File: config.mk
export PLATFORM = sky130hd
export DESIGN_NAME = pic_enhanced_midrange_instr_decoder_top
export DESIGN_NICKNAME = d
export VERILOG_FILES = /design/src/rtl/picdec_pkg.sv /design/src/rtl/pic_enhanced_midrange_instr_decoder_top.sv /design/src/rtl/picdec_decode.sv
export SDC_FILE = /design/constraint.sdc
export NUM_CORES = 1
export LEC_CHECK = 0
export ABC_AREA = 1
export BUFFER_PORTS_ARGS = -buffer_cell sky130_fd_sc_hd__buf_2
export CAP_MARGIN = 0
export CELL_PAD_IN_SITES_DETAIL_PLACEMENT = 1
export CELL_PAD_IN_SITES_GLOBAL_PLACEMENT = 1
export CORE_ASPECT_RATIO = 1.25
export CORE_UTILIZATION = 45
export CTS_BUF_LIST = sky130_fd_sc_hd__clkbuf_16
export DETAILED_ROUTE_END_ITERATION = 10
export PLACE_DENSITY = 0.92
export SYNTH_ARGS = -nofsm -noshare
export SYNTH_HDL_FRONTEND = slang
export SYNTH_HIERARCHICAL = 1
export SYNTH_SLANG_ARGS = --single-unit
export TNS_END_PERCENT = 100
File: constraint.sdc
create_clock -name clk -period 6.7 [get_ports clk]
set_clock_uncertainty 0.1 [all_clocks]
set_input_delay 1.005 -clock clk [delete_from_list [all_inputs] [get_ports clk]]
set_output_delay 1.005 -clock clk [all_outputs]
set_load 0.1 [all_outputs]
File: src/rtl/picdec_pkg.sv
// ----------------------------------------------------------------------------
// picdec_pkg
// Types, constants and the opcode table of the 14-bit instruction decoder.
// ----------------------------------------------------------------------------
package picdec_pkg;

	localparam int WORD_BITS = 14;
	localparam int OP_COUNT  = 53;

	localparam logic [2:0] NOTE_NONE     = 3'd0;
	localparam logic [2:0] NOTE_SINGLE   = 3'd1;
	localparam logic [2:0] NOTE_NORMAL   = 3'd2;
	localparam logic [2:0] NOTE_REVERSE  = 3'd3;
	localparam logic [2:0] NOTE_FLAG     = 3'd4;
	localparam logic [2:0] NOTE_FLAG2    = 3'd5;
	localparam logic [2:0] NOTE_FLAG_REV = 3'd6;
	localparam logic [2:0] NOTE_INDEX    = 3'd7;

	typedef struct packed {
		logic [10:0] word_address;
		logic [7:0]  low_byte;
		logic [7:0]  high_byte;
	} item_t;

	typedef struct packed {
		logic [10:0] tag_address;
		logic        valid_res;
		logic [5:0]  op_index;
		logic [2:0]  notation;
		logic [10:0] operand_one;
		logic [6:0]  operand_two;
	} result_t;

	typedef struct packed {
		logic [13:0] prefix;
		logic [3:0]  plen;
		logic [3:0]  len1;
		logic [2:0]  len2;
		logic [2:0]  form;
	} op_entry_t;

	localparam op_entry_t OP_TABLE [OP_COUNT] = '{
		'{14'h07,  4'd6,  4'd1,  3'd7, NOTE_FLAG_REV},
		'{14'h3D,  4'd6,  4'd1,  3'd7, NOTE_FLAG_REV},
		'{14'h05,  4'd6,  4'd1,  3'd7, NOTE_FLAG_REV},
		'{14'h37,  4'd6,  4'd1,  3'd7, NOTE_FLAG_REV},
		'{14'h35,  4'd6,  4'd1,  3'd7, NOTE_FLAG_REV},
		'{14'h36,  4'd6,  4'd1,  3'd7, NOTE_FLAG_REV},
		'{14'h03,  4'd7,  4'd7,  3'd0, NOTE_SINGLE},
		'{14'h040, 4'd12, 4'd0,  3'd0, NOTE_NONE},
		'{14'h09,  4'd6,  4'd1,  3'd7, NOTE_FLAG_REV},
		'{14'h03,  4'd6,  4'd1,  3'd7, NOTE_FLAG_REV},
		'{14'h0A,  4'd6,  4'd1,  3'd7, NOTE_FLAG_REV},
		'{14'h04,  4'd6,  4'd1,  3'd7, NOTE_FLAG_REV},
		'{14'h08,  4'd6,  4'd1,  3'd7, NOTE_FLAG_REV},
		'{14'h01,  4'd7,  4'd7,  3'd0, NOTE_SINGLE},
		'{14'h0D,  4'd6,  4'd1,  3'd7, NOTE_FLAG_REV},
		'{14'h0C,  4'd6,  4'd1,  3'd7, NOTE_FLAG_REV},
		'{14'h02,  4'd6,  4'd1,  3'd7, NOTE_FLAG_REV},
		'{14'h3B,  4'd6,  4'd1,  3'd7, NOTE_FLAG_REV},
		'{14'h0E,  4'd6,  4'd1,  3'd7, NOTE_FLAG_REV},
		'{14'h06,  4'd6,  4'd1,  3'd7, NOTE_FLAG_REV},
		'{14'h0B,  4'd6,  4'd1,  3'd7, NOTE_FLAG_REV},
		'{14'h0F,  4'd6,  4'd1,  3'd7, NOTE_FLAG_REV},
		'{14'h4,   4'd4,  4'd3,  3'd7, NOTE_REVERSE},
		'{14'h5,   4'd4,  4'd3,  3'd7, NOTE_REVERSE},
		'{14'h6,   4'd4,  4'd3,  3'd7, NOTE_REVERSE},
		'{14'h7,   4'd4,  4'd3,  3'd7, NOTE_REVERSE},
		'{14'h3E,  4'd6,  4'd8,  3'd0, NOTE_SINGLE},
		'{14'h39,  4'd6,  4'd8,  3'd0, NOTE_SINGLE},
		'{14'h38,  4'd6,  4'd8,  3'd0, NOTE_SINGLE},
		'{14'h001, 4'd9,  4'd5,  3'd0, NOTE_SINGLE},
		'{14'h63,  4'd7,  4'd7,  3'd0, NOTE_SINGLE},
		'{14'h30,  4'd6,  4'd8,  3'd0, NOTE_SINGLE},
		'{14'h3C,  4'd6,  4'd8,  3'd0, NOTE_SINGLE},
		'{14'h3A,  4'd6,  4'd8,  3'd0, NOTE_SINGLE},
		'{14'h19,  4'd5,  4'd9,  3'd0, NOTE_SINGLE},
		'{14'h00B, 4'd14, 4'd0,  3'd0, NOTE_NONE},
		'{14'h4,   4'd3,  4'd11, 3'd0, NOTE_SINGLE},
		'{14'h00A, 4'd14, 4'd0,  3'd0, NOTE_NONE},
		'{14'h5,   4'd3,  4'd11, 3'd0, NOTE_SINGLE},
		'{14'h009, 4'd14, 4'd0,  3'd0, NOTE_NONE},
		'{14'h34,  4'd6,  4'd8,  3'd0, NOTE_SINGLE},
		'{14'h008, 4'd14, 4'd0,  3'd0, NOTE_NONE},
		'{14'h064, 4'd14, 4'd0,  3'd0, NOTE_NONE},
		'{14'h000, 4'd14, 4'd0,  3'd0, NOTE_NONE},
		'{14'h062, 4'd14, 4'd0,  3'd0, NOTE_NONE},
		'{14'h001, 4'd14, 4'd0,  3'd0, NOTE_NONE},
		'{14'h063, 4'd14, 4'd0,  3'd0, NOTE_NONE},
		'{14'h00C, 4'd11, 4'd3,  3'd0, NOTE_SINGLE},
		'{14'h62,  4'd7,  4'd1,  3'd6, NOTE_FLAG},
		'{14'h002, 4'd11, 4'd1,  3'd2, NOTE_FLAG2},
		'{14'h7E,  4'd7,  4'd1,  3'd6, NOTE_INDEX},
		'{14'h003, 4'd11, 4'd1,  3'd2, NOTE_FLAG2},
		'{14'h7F,  4'd7,  4'd1,  3'd6, NOTE_INDEX}
	};

endpackage

File: src/rtl/pic_enhanced_midrange_instr_decoder_top.sv
// ----------------------------------------------------------------------------
// pic_enhanced_midrange_instr_decoder_top
// 14-bit instruction decoder: input register, table decode, result register.
// ----------------------------------------------------------------------------
// an accepted beat passes the input register, then the result register, to its result beat
// throughput: one beat per cycle while the output is not stalled; the decode table sits between two registers
// a stalled output holds the result register and, once full, the input register
// reset clears both valid flags; payload registers are not reset
module pic_enhanced_midrange_instr_decoder_top import picdec_pkg::*; (
	input  logic    clk,
	input  logic    arst_n,
	input  logic    item_valid,
	output logic    item_ready,
	input  item_t   item,
	output logic    result_valid,
	input  logic    result_ready,
	output result_t result
);

	logic    valid_s1;
	item_t   item_s1;
	logic    valid_s2;
	result_t result_s2;
	result_t decoded;
	logic    en_s1;
	logic    en_s2;

	assign en_s2      = !valid_s2 || result_ready;
	assign en_s1      = !valid_s1 || en_s2;
	assign item_ready = en_s1;

	picdec_decode u_decode (
		.item   (item_s1),
		.result (decoded)
	);

	always_ff @(posedge clk or negedge arst_n) begin
		if (!arst_n) begin
			valid_s1 <= 1'b0;
			valid_s2 <= 1'b0;
		end else begin
			if (en_s1) begin
				valid_s1 <= item_valid;
			end
			if (en_s2) begin
				valid_s2 <= valid_s1;
			end
		end
	end

	always_ff @(posedge clk) begin
		if (en_s1 && item_valid) begin
			item_s1 <= item;
		end
		if (en_s2 && valid_s1) begin
			result_s2 <= decoded;
		end
	end

	assign result_valid = valid_s2;
	assign result       = result_s2;

	a_idle_ready: assert property (@(posedge clk) disable iff (!arst_n)
		!valid_s1 |-> item_ready)
		else $error("input register empty but not ready");

	a_miss_zero: assert property (@(posedge clk) disable iff (!arst_n)
		result_valid && !result.valid_res |->
		result.op_index == '0 && result.notation == NOTE_NONE &&
		result.operand_one == '0 && result.operand_two == '0)
		else $error("unmatched word carries nonzero fields");

	a_index_range: assert property (@(posedge clk) disable iff (!arst_n)
		result_valid && result.valid_res |-> result.op_index < 6'(OP_COUNT))
		else $error("op index beyond table");

	a_none_no_operands: assert property (@(posedge clk) disable iff (!arst_n)
		result_valid && result.notation == NOTE_NONE |->
		result.operand_one == '0 && result.operand_two == '0)
		else $error("operand on an operation without operands");

	a_advance: assert property (@(posedge clk) disable iff (!arst_n)
		valid_s1 && en_s2 |=> valid_s2)
		else $error("input register beat lost on advance");

endmodule

File: src/rtl/picdec_decode.sv
// ----------------------------------------------------------------------------
// picdec_decode
// Prefix match against the opcode table, first hit wins, operand extraction.
// ----------------------------------------------------------------------------
module picdec_decode import picdec_pkg::*; (
	input  item_t   item,
	output result_t result
);

	logic [13:0] word;
	logic [13:0] pick_word [OP_COUNT];
	logic [13:0] pick_one  [OP_COUNT];
	logic [13:0] pick_two  [OP_COUNT];
	logic [OP_COUNT-1:0] hit;
	logic        found;

	assign word = {item.high_byte[5:0], item.low_byte};

	always_comb begin
		for (int i = 0; i < OP_COUNT; i++) begin
			pick_word[i] = word >> (4'(WORD_BITS) - OP_TABLE[i].plen);
			hit[i] = (pick_word[i] == OP_TABLE[i].prefix);
			pick_one[i] = (word >> (4'(WORD_BITS) - OP_TABLE[i].plen - OP_TABLE[i].len1))
				& ((14'd1 << OP_TABLE[i].len1) - 14'd1);
			pick_two[i] = (word >> (4'(WORD_BITS) - OP_TABLE[i].plen - OP_TABLE[i].len1
				- {1'b0, OP_TABLE[i].len2}))
				& ((14'd1 << OP_TABLE[i].len2) - 14'd1);
		end
	end

	always_comb begin
		found = 1'b0;
		result = '0;
		result.tag_address = item.word_address;
		for (int i = 0; i < OP_COUNT; i++) begin
			if (hit[i] && !found) begin
				found = 1'b1;
				result.valid_res   = 1'b1;
				result.op_index    = 6'(i);
				result.notation    = OP_TABLE[i].form;
				result.operand_one = pick_one[i][10:0];
				result.operand_two = pick_two[i][6:0];
			end
		end
	end

endmodule
==> flow_metrics.env, run 1 <==
export IMPL_grt_antenna_before_repair=0
export IMPL_setup_worst_path_start_class="flip-flop"
export IMPL_yosys_warnings=6
export IMPL_worstMarginPinSlew_ns=1.26
export IMPL_syn_avg_cell_area_um2=8.73
export IMPL_timing_fmax_mhz=236
export IMPL_core_rowCount=36
export IMPL_power_frac_comb_pct=23.5
export IMPL_finalMaxSlewViolations=0
export IMPL_power_internal_mw=0.874
export IMPL_worst_setup_path_end_kind="flip-flop"
export IMPL_worst_endpoint_arrival_ns=4.21
export IMPL_power_share_sequential_pct=38.8
export IMPL_dieWidth_um=81.8
export IMPL_period_needed_ns=4.23
export IMPL_critical_path_max_stage_delay_ns=0.52
export IMPL_grt_setup_unrepaired="false"
export IMPL_post_cts_setup_buffers=0
export IMPL_slew_headroom_pct=15.5
export IMPL_postRouteAntennaNets=0
export IMPL_final_hold_worst_slack_ns=0.325
export IMPL_design_core_area_um2=7750
export IMPL_pre_cts_setup_slack_ns=2.72
export IMPL_cpLargestDelayFamily="simple AND/OR/NAND/NOR gates"
export IMPL_criticalPathCategory="reg -> reg"
export IMPL_detailedRoute_firstIterationViolations=318
export IMPL_clkPwrFrac_pct=37.7
export IMPL_status="finished, final reports clean"
export IMPL_final_weighted_congestion_in_routability_driven_placement=0.964
export IMPL_routed_via_count=3431
export IMPL_buffer_ports_inserted=69
export IMPL_syn_nets=441
export IMPL_cells_after_synthesis=410
export IMPL_clock_tree_buffer_depth=2
export IMPL_fp_dieArea_um2=8320
export IMPL_post_route_worst_setup_slack_ns=2.47
export IMPL_dp_hpwl_um=9180
export IMPL_drc=0
export IMPL_initial_utilization_pct=46.2
export IMPL_crit_path_top_delay_cell="edfxtp_1"
export IMPL_clk_pin_slew_worst_paths_ns=0.06
export IMPL_timing_final_crit_share_pct=63.2
export IMPL_placedCellCount=562
export IMPL_total_global_routing_track_utilization_pct=31.8
export IMPL_filler_cell_count=924
export IMPL_io_pin_count=72
export IMPL_vias_per_cell=5.94
export IMPL_critical_path_n_buffers_inverters=4
export IMPL_total_of_hold_buffers_inserted_after_clock_tree_synthesis=0
export IMPL_netlist_area_um2=3580
export IMPL_drv_cap=0
export IMPL_worstPathMaxFanout=5
export IMPL_drt_first_pass_iters=6
export IMPL_tns_ns=0
export IMPL_final_hold_violation_count=0
export IMPL_leakagePower_nw=1.95
export IMPL_grt_overflow=0
export IMPL_drt_total_wl_um=12400
export IMPL_power_switching_mw=0.463
export IMPL_area_growth_synth_to_final_pct=19.8
export IMPL_grt_first_pass_wirelength_um=19000
export IMPL_power_ir_vdd_worst_uv=190
export IMPL_post_cts_resize_count=0
export IMPL_floorplan_die_height_um=102
export IMPL_cts_tree="built"
export IMPL_setup_violations=0
export IMPL_number_of_global_route_vias_before_repair=3650
export IMPL_root_buffer="clkbuf_16"
export IMPL_p_per_area_nw_per_um2=312
export IMPL_final_instance_count_excl_fill=578
export IMPL_drive_above_1_share_pct=19.9
export IMPL_finalNetCount=509
export IMPL_wire_per_inst_um=21.5
export IMPL_switching_share_pct=34.6
export IMPL_clkSinkCount=66
export IMPL_cts_htree_levels=3
export IMPL_cts_inserted_buffers=9
export IMPL_critical_path_required_ns=6.68
export IMPL_layout_core_utilization_pct=55.4
export IMPL_clk_latency_worst_skew_pair_ns=0.33
export IMPL_worstHoldPathType="reg -> reg"
export IMPL_crit_top_cell="nor2_1"
export IMPL_grt_max_degree=40
export IMPL_diode_count=0
[worst paths after layout]
path | slack [ns] | startpoint | cells past startpoint | to
setup / recovery | 2.47 | item_s1[0] | 28 | result[9]
min in group asynchronous | 0.35 | arst_n | 1 | valid_s1
max in group asynchronous | 6.06 | arst_n | 1 | result_valid
setup reg to reg | 2.47 | item_s1[0] | 28 | result[9]
hold / removal | 0.32 | item_s1[22] | 0 | result[34]
hold reg to reg | 0.32 | item_s1[22] | 0 | result[34]
[sequential cells by signal, indices dropped and copies added (netlist names)]
register / count
item_s1: 25
result_valid: 1
result: 39
valid_s1: 1
[placed cells by master (no fill, tap or decap), drive strengths merged]
cell,count
o2111ai,1
clkinvlp,1
dfrtp,2
edfxtp,64
nand2,45
nor3,24
nor2,78
o21ai,8
buf,69
nor4,13
nor4b,1
nand4,28
a211oi,1
and3,1
inv,98
clkinv,2
o211ai,1
bufinv,2
a22oi,1
clkbuf,9
or2,1
nand3,19
a41o,2
a2111oi,3
a221oi,2
a21oi,5
o41ai,2
[through the flow]
step / instance area [um2] / power (mW)
after floorplan: 3580 / 0.770
after global placement: 3970 / 0.819
after detailed placement: 3970 / 0.835
after CTS: 4290 / 1.34
after global routing: 4290 / 1.38
final: 4290 / 1.34
[power by group through the flow]
| stage | Sequential [mW] | Combinational, mW | Clock, mW |
|---|---|---|---|
| 2_1_floorplan | 0.685 | 0.0850 | 0 |
| 3_3_place_gp | 0.521 | 0.297 | 0 |
| 3_5_place_dp | 0.526 | 0.309 | 0 |
| 4_1_cts | 0.519 | 0.312 | 0.511 |
| 5_1_grt | 0.522 | 0.329 | 0.525 |
| 6_report | 0.519 | 0.314 | 0.504 |
[metal layers]
layer | share of wire [%] | vias to the layer above | wire length [um] | global-route usage, %
li1 | - | 1516 | - | -
met1 | 34 | 1625 | 4210 | 32.8
met2 | 52 | 223 | 6500 | 54.9
met3 | 7.0 | 67 | 873 | 8.47
met4 | 6.8 | 0 | 843 | 22.1
met5 | 0 | - | 0 | 0
[layout make-up]
cell class | count | area (um2) | area share [%]
sequential | 66 | 1970 | 46.0
multi-input combinational | 236 | 1170 | 27.4
inverter | 96 | 360 | 8.40
timing repair buffer | 69 | 345 | 8.05
clock buffer | 9 | 225 | 5.25
tap | 95 | 119 | 2.77
clock inverter | 7 | 93.8 | 2.19
No activity file was read; power rests on OpenSTA's default activity.
==> inputs of run 2 (changes only) <==
--- a/config.mk
+++ b/config.mk
@@ -11,10 +11,10 @@
 export CELL_PAD_IN_SITES_DETAIL_PLACEMENT = 1
 export CELL_PAD_IN_SITES_GLOBAL_PLACEMENT = 1
 export CORE_ASPECT_RATIO = 1.25
-export CORE_UTILIZATION = 45
+export CORE_UTILIZATION = 41
 export CTS_BUF_LIST = sky130_fd_sc_hd__clkbuf_16
 export DETAILED_ROUTE_END_ITERATION = 10
-export PLACE_DENSITY = 0.92
+export PLACE_DENSITY = 0.85
 export SYNTH_ARGS = -nofsm -noshare
 export SYNTH_HDL_FRONTEND = slang
 export SYNTH_HIERARCHICAL = 1
==> constraint.sdc (replaced) <==
create_clock -name clk -period 4.1 [get_ports clk]
set_clock_uncertainty 0.1 [all_clocks]
set_input_delay 0.615 -clock clk [delete_from_list [all_inputs] [get_ports clk]]
set_output_delay 0.615 -clock clk [all_outputs]
set_load 0.1 [all_outputs]
==> run 2 against run 1 <==
Register-to-register slack got worse by 2.3 ns. Critical path depth decreased by 7. Worst setup slack got worse by 2.3 ns. Cell area increased by 4.9%. Via count about the same. Routed wire length decreased by 2.3%. Largest cell class unchanged.
==> flow_metrics.env, run 2 (synthesized netlist as in run 1, its figures left out) <==
export IMPL_status="finished, final reports clean"
export IMPL_core_rowCount=37
export IMPL_grt_first_pass_wirelength_um=17600
export IMPL_mostFrequentLayoutCells="89 x inv_1, 74 x nor2_1, 69 x buf_2"
export IMPL_leading_cell_type_in_the_layout_fill_and_taps_excluded="inv_1"
export IMPL_floorplan_die_height_um=106
export IMPL_fp_dieArea_um2=9110
export IMPL_power_internal_mw=1.44
export IMPL_area_growth_synth_to_final_pct=25.7
export IMPL_dieWidth_um=85.6
export IMPL_final_weighted_congestion_in_routability_driven_placement=0.969
export IMPL_initial_utilization_pct=43.0
export IMPL_wire_per_inst_um=20.2
export IMPL_clk_latency_worst_skew_pair_ns=0.34
export IMPL_leakagePower_nw=2.04
export IMPL_diode_count=0
export IMPL_slew_headroom_pct=14.8
export IMPL_worst_endpoint_arrival_ns=3.88
export IMPL_dp_hpwl_um=8460
export IMPL_drive_above_1_share_pct=26.4
export IMPL_root_buffer="clkbuf_16"
export IMPL_finalMaxSlewViolations=0
export IMPL_power_ir_vdd_worst_uv=329
export IMPL_grt_antenna_before_repair=0
export IMPL_clk_pin_slew_worst_paths_ns=0.06
export IMPL_cts_htree_levels=3
export IMPL_grt_max_degree=40
export IMPL_period_needed_ns=3.90
export IMPL_pre_cts_setup_slack_ns=0.283
export IMPL_vias_per_cell=5.71
export IMPL_clkSinkCount=66
export IMPL_routed_via_count=3432
export IMPL_critical_path_max_stage_delay_ns=0.47
export IMPL_buffer_ports_inserted=69
export IMPL_critical_path_n_buffers_inverters=4
export IMPL_final_hold_worst_slack_ns=0.312
export IMPL_worstMarginPinSlew_ns=1.27
export IMPL_total_global_routing_track_utilization_pct=26.3
export IMPL_worstPathMaxFanout=8
export IMPL_drt_total_wl_um=12100
export IMPL_power_frac_comb_pct=24.3
export IMPL_crit_path_cell_trace="buf_4 -> nor2_1 -> nand2_1 -> nor2_1 -> inv_2 -> nor2_1 -> inv_1 -> nor2_1 -> inv_1 -> nand4_1 -> nor2_1 -> nand4_1 -> nor2_1 -> nand4_1 -> nor2_1 -> nand4_1 -> nor3_2 -> nand2_1 -> nand3_1 -> nor2_1 -> nand4_1"
export IMPL_grt_overflow=0
export IMPL_flip_flop_count_of_the_largest_register_after_layout=39
export IMPL_clkPwrFrac_pct=37.5
export IMPL_drt_first_pass_iters=5
export IMPL_design_core_area_um2=8330
export IMPL_area_occupied_by_multi_input_gates_um2=1220
export IMPL_stdcell_area_um2=4500
export IMPL_setup_violations=0
export IMPL_postRouteAntennaNets=0
export IMPL_cpLargestDelayFamily="simple AND/OR/NAND/NOR gates"
export IMPL_p_per_area_nw_per_um2=491
export IMPL_detailedRoute_firstIterationViolations=256
export IMPL_final_hold_violation_count=0
export IMPL_power_switching_mw=0.763
export IMPL_finalNetCount=530
export IMPL_ff_latch_area_um2=1970
export IMPL_detailed_place_area_um2=3990
export IMPL_setup_worst_path_start_class="flip-flop"
export IMPL_power_share_sequential_pct=38.1
export IMPL_cts_tree="built"
export IMPL_timing_final_crit_share_pct=95.2
export IMPL_criticalPathCategory="reg -> reg"
export IMPL_switching_share_pct=34.6
export IMPL_post_route_worst_setup_slack_ns=0.195
export IMPL_grt_setup_unrepaired="true"
export IMPL_critical_path_required_ns=4.07
export IMPL_timing_fmax_mhz=256
export IMPL_crit_top_cell="nor2_1"
export IMPL_filler_cell_count=1016
export IMPL_cts_inserted_buffers=9
export IMPL_drv_cap=0
export IMPL_number_of_global_route_vias_before_repair=3445
export IMPL_worst_setup_path_end_kind="flip-flop"
export IMPL_worstHoldPathType="reg -> reg"
export IMPL_drc=0
export IMPL_clock_tree_buffer_depth=2
export IMPL_crit_path_top_delay_cell="edfxtp_1"
export IMPL_io_pin_count=72
## run 2: cell count changes in the layout (fill, tap and decap cells not counted), moves of 2 or more
| cell | delta |
|---|---|
| o21ai_1 | -2 |
| o21ai_2 | +2 |
| nand3_1 | -3 |
| nand2_2 | +6 |
| inv_2 | +5 |
| inv_1 | -6 |
| nand2_1 | -6 |
| buf_4 | +19 |
| nand3_2 | +3 |
## run 2: power groups by stage
stage / clock [mW] / combinational, mW / sequential [mW]
2_1_floorplan: 0 / 0.139 / 1.12
3_3_place_gp: 0 / 0.489 / 0.852
3_5_place_dp: 0 / 0.499 / 0.856
4_1_cts: 0.836 / 0.506 / 0.845
5_1_grt: 0.861 / 0.560 / 0.847
6_report: 0.828 / 0.537 / 0.842
## run 2: path summary, 6_finish.rpt
path                                      to  cells after the start        start  slack [ns]
worst min-delay path              result[37]                      0  item_s1[25]        0.31
worst max-delay path              result[27]                     21   item_s1[3]        0.20
worst max register to register    result[27]                     21   item_s1[3]        0.20
max in group asynchronous       result_valid                      2       arst_n        3.28
worst min register to register    result[37]                      0  item_s1[25]        0.31
min in group asynchronous           valid_s1                      2       arst_n        0.52
## run 2: per-layer routing
| metal | vias up | wire length [um] | global-route usage (%) |
|---|---|---|---|
| li1 | 1564 | - | - |
| met5 | - | 0 | 0 |
| met2 | 157 | 6460 | 46.9 |
| met1 | 1667 | 4370 | 27.1 |
| met3 | 44 | 625 | 5.28 |
| met4 | 0 | 672 | 18.6 |
## run 2: timing repair
action,4_1_cts,5_1_grt
setup buffers,0,18
endpoints found under the hold margin,2,0
setup endpoints to repair,0,3
hold buffers,1,0
gates resized for setup,0,19
## run 2: final cells by class
cell class                      instances  area share (%)
Clock buffer                            9            5.00
Clock inverter                          7            2.09
Inverter                               96            8.01
Multi-Input combinational cell        236            27.1
Sequential cell                        66            43.8
Tap cell                               97            2.70
Timing Repair Buffer                   90            11.3
## run 2: per-stage QoR
| step | setup TNS [ns] | total power [mW] | instances | utilization [%] |
|---|---|---|---|---|
| final | 0 | 2.21 | 601 | 54.0 |
| after CTS | 0 | 2.19 | 583 | 51.8 |
| after floorplan | 0 | 1.26 | 410 | - |
| after detailed placement | 0 | 1.36 | 566 | 47.9 |
| after global placement | 0 | 1.34 | 566 | 47.9 |
| after global routing | -0.263 | 2.27 | 601 | 54.0 |
## run 2: worst register-to-register path, delay by kind of cell (launching register included)
kind | cells | cell delay [ns]
buffers and inverters | 4 | 0.56
AND/OR/NAND/NOR | 17 | 2.50
flip-flops | 1 | 0.47
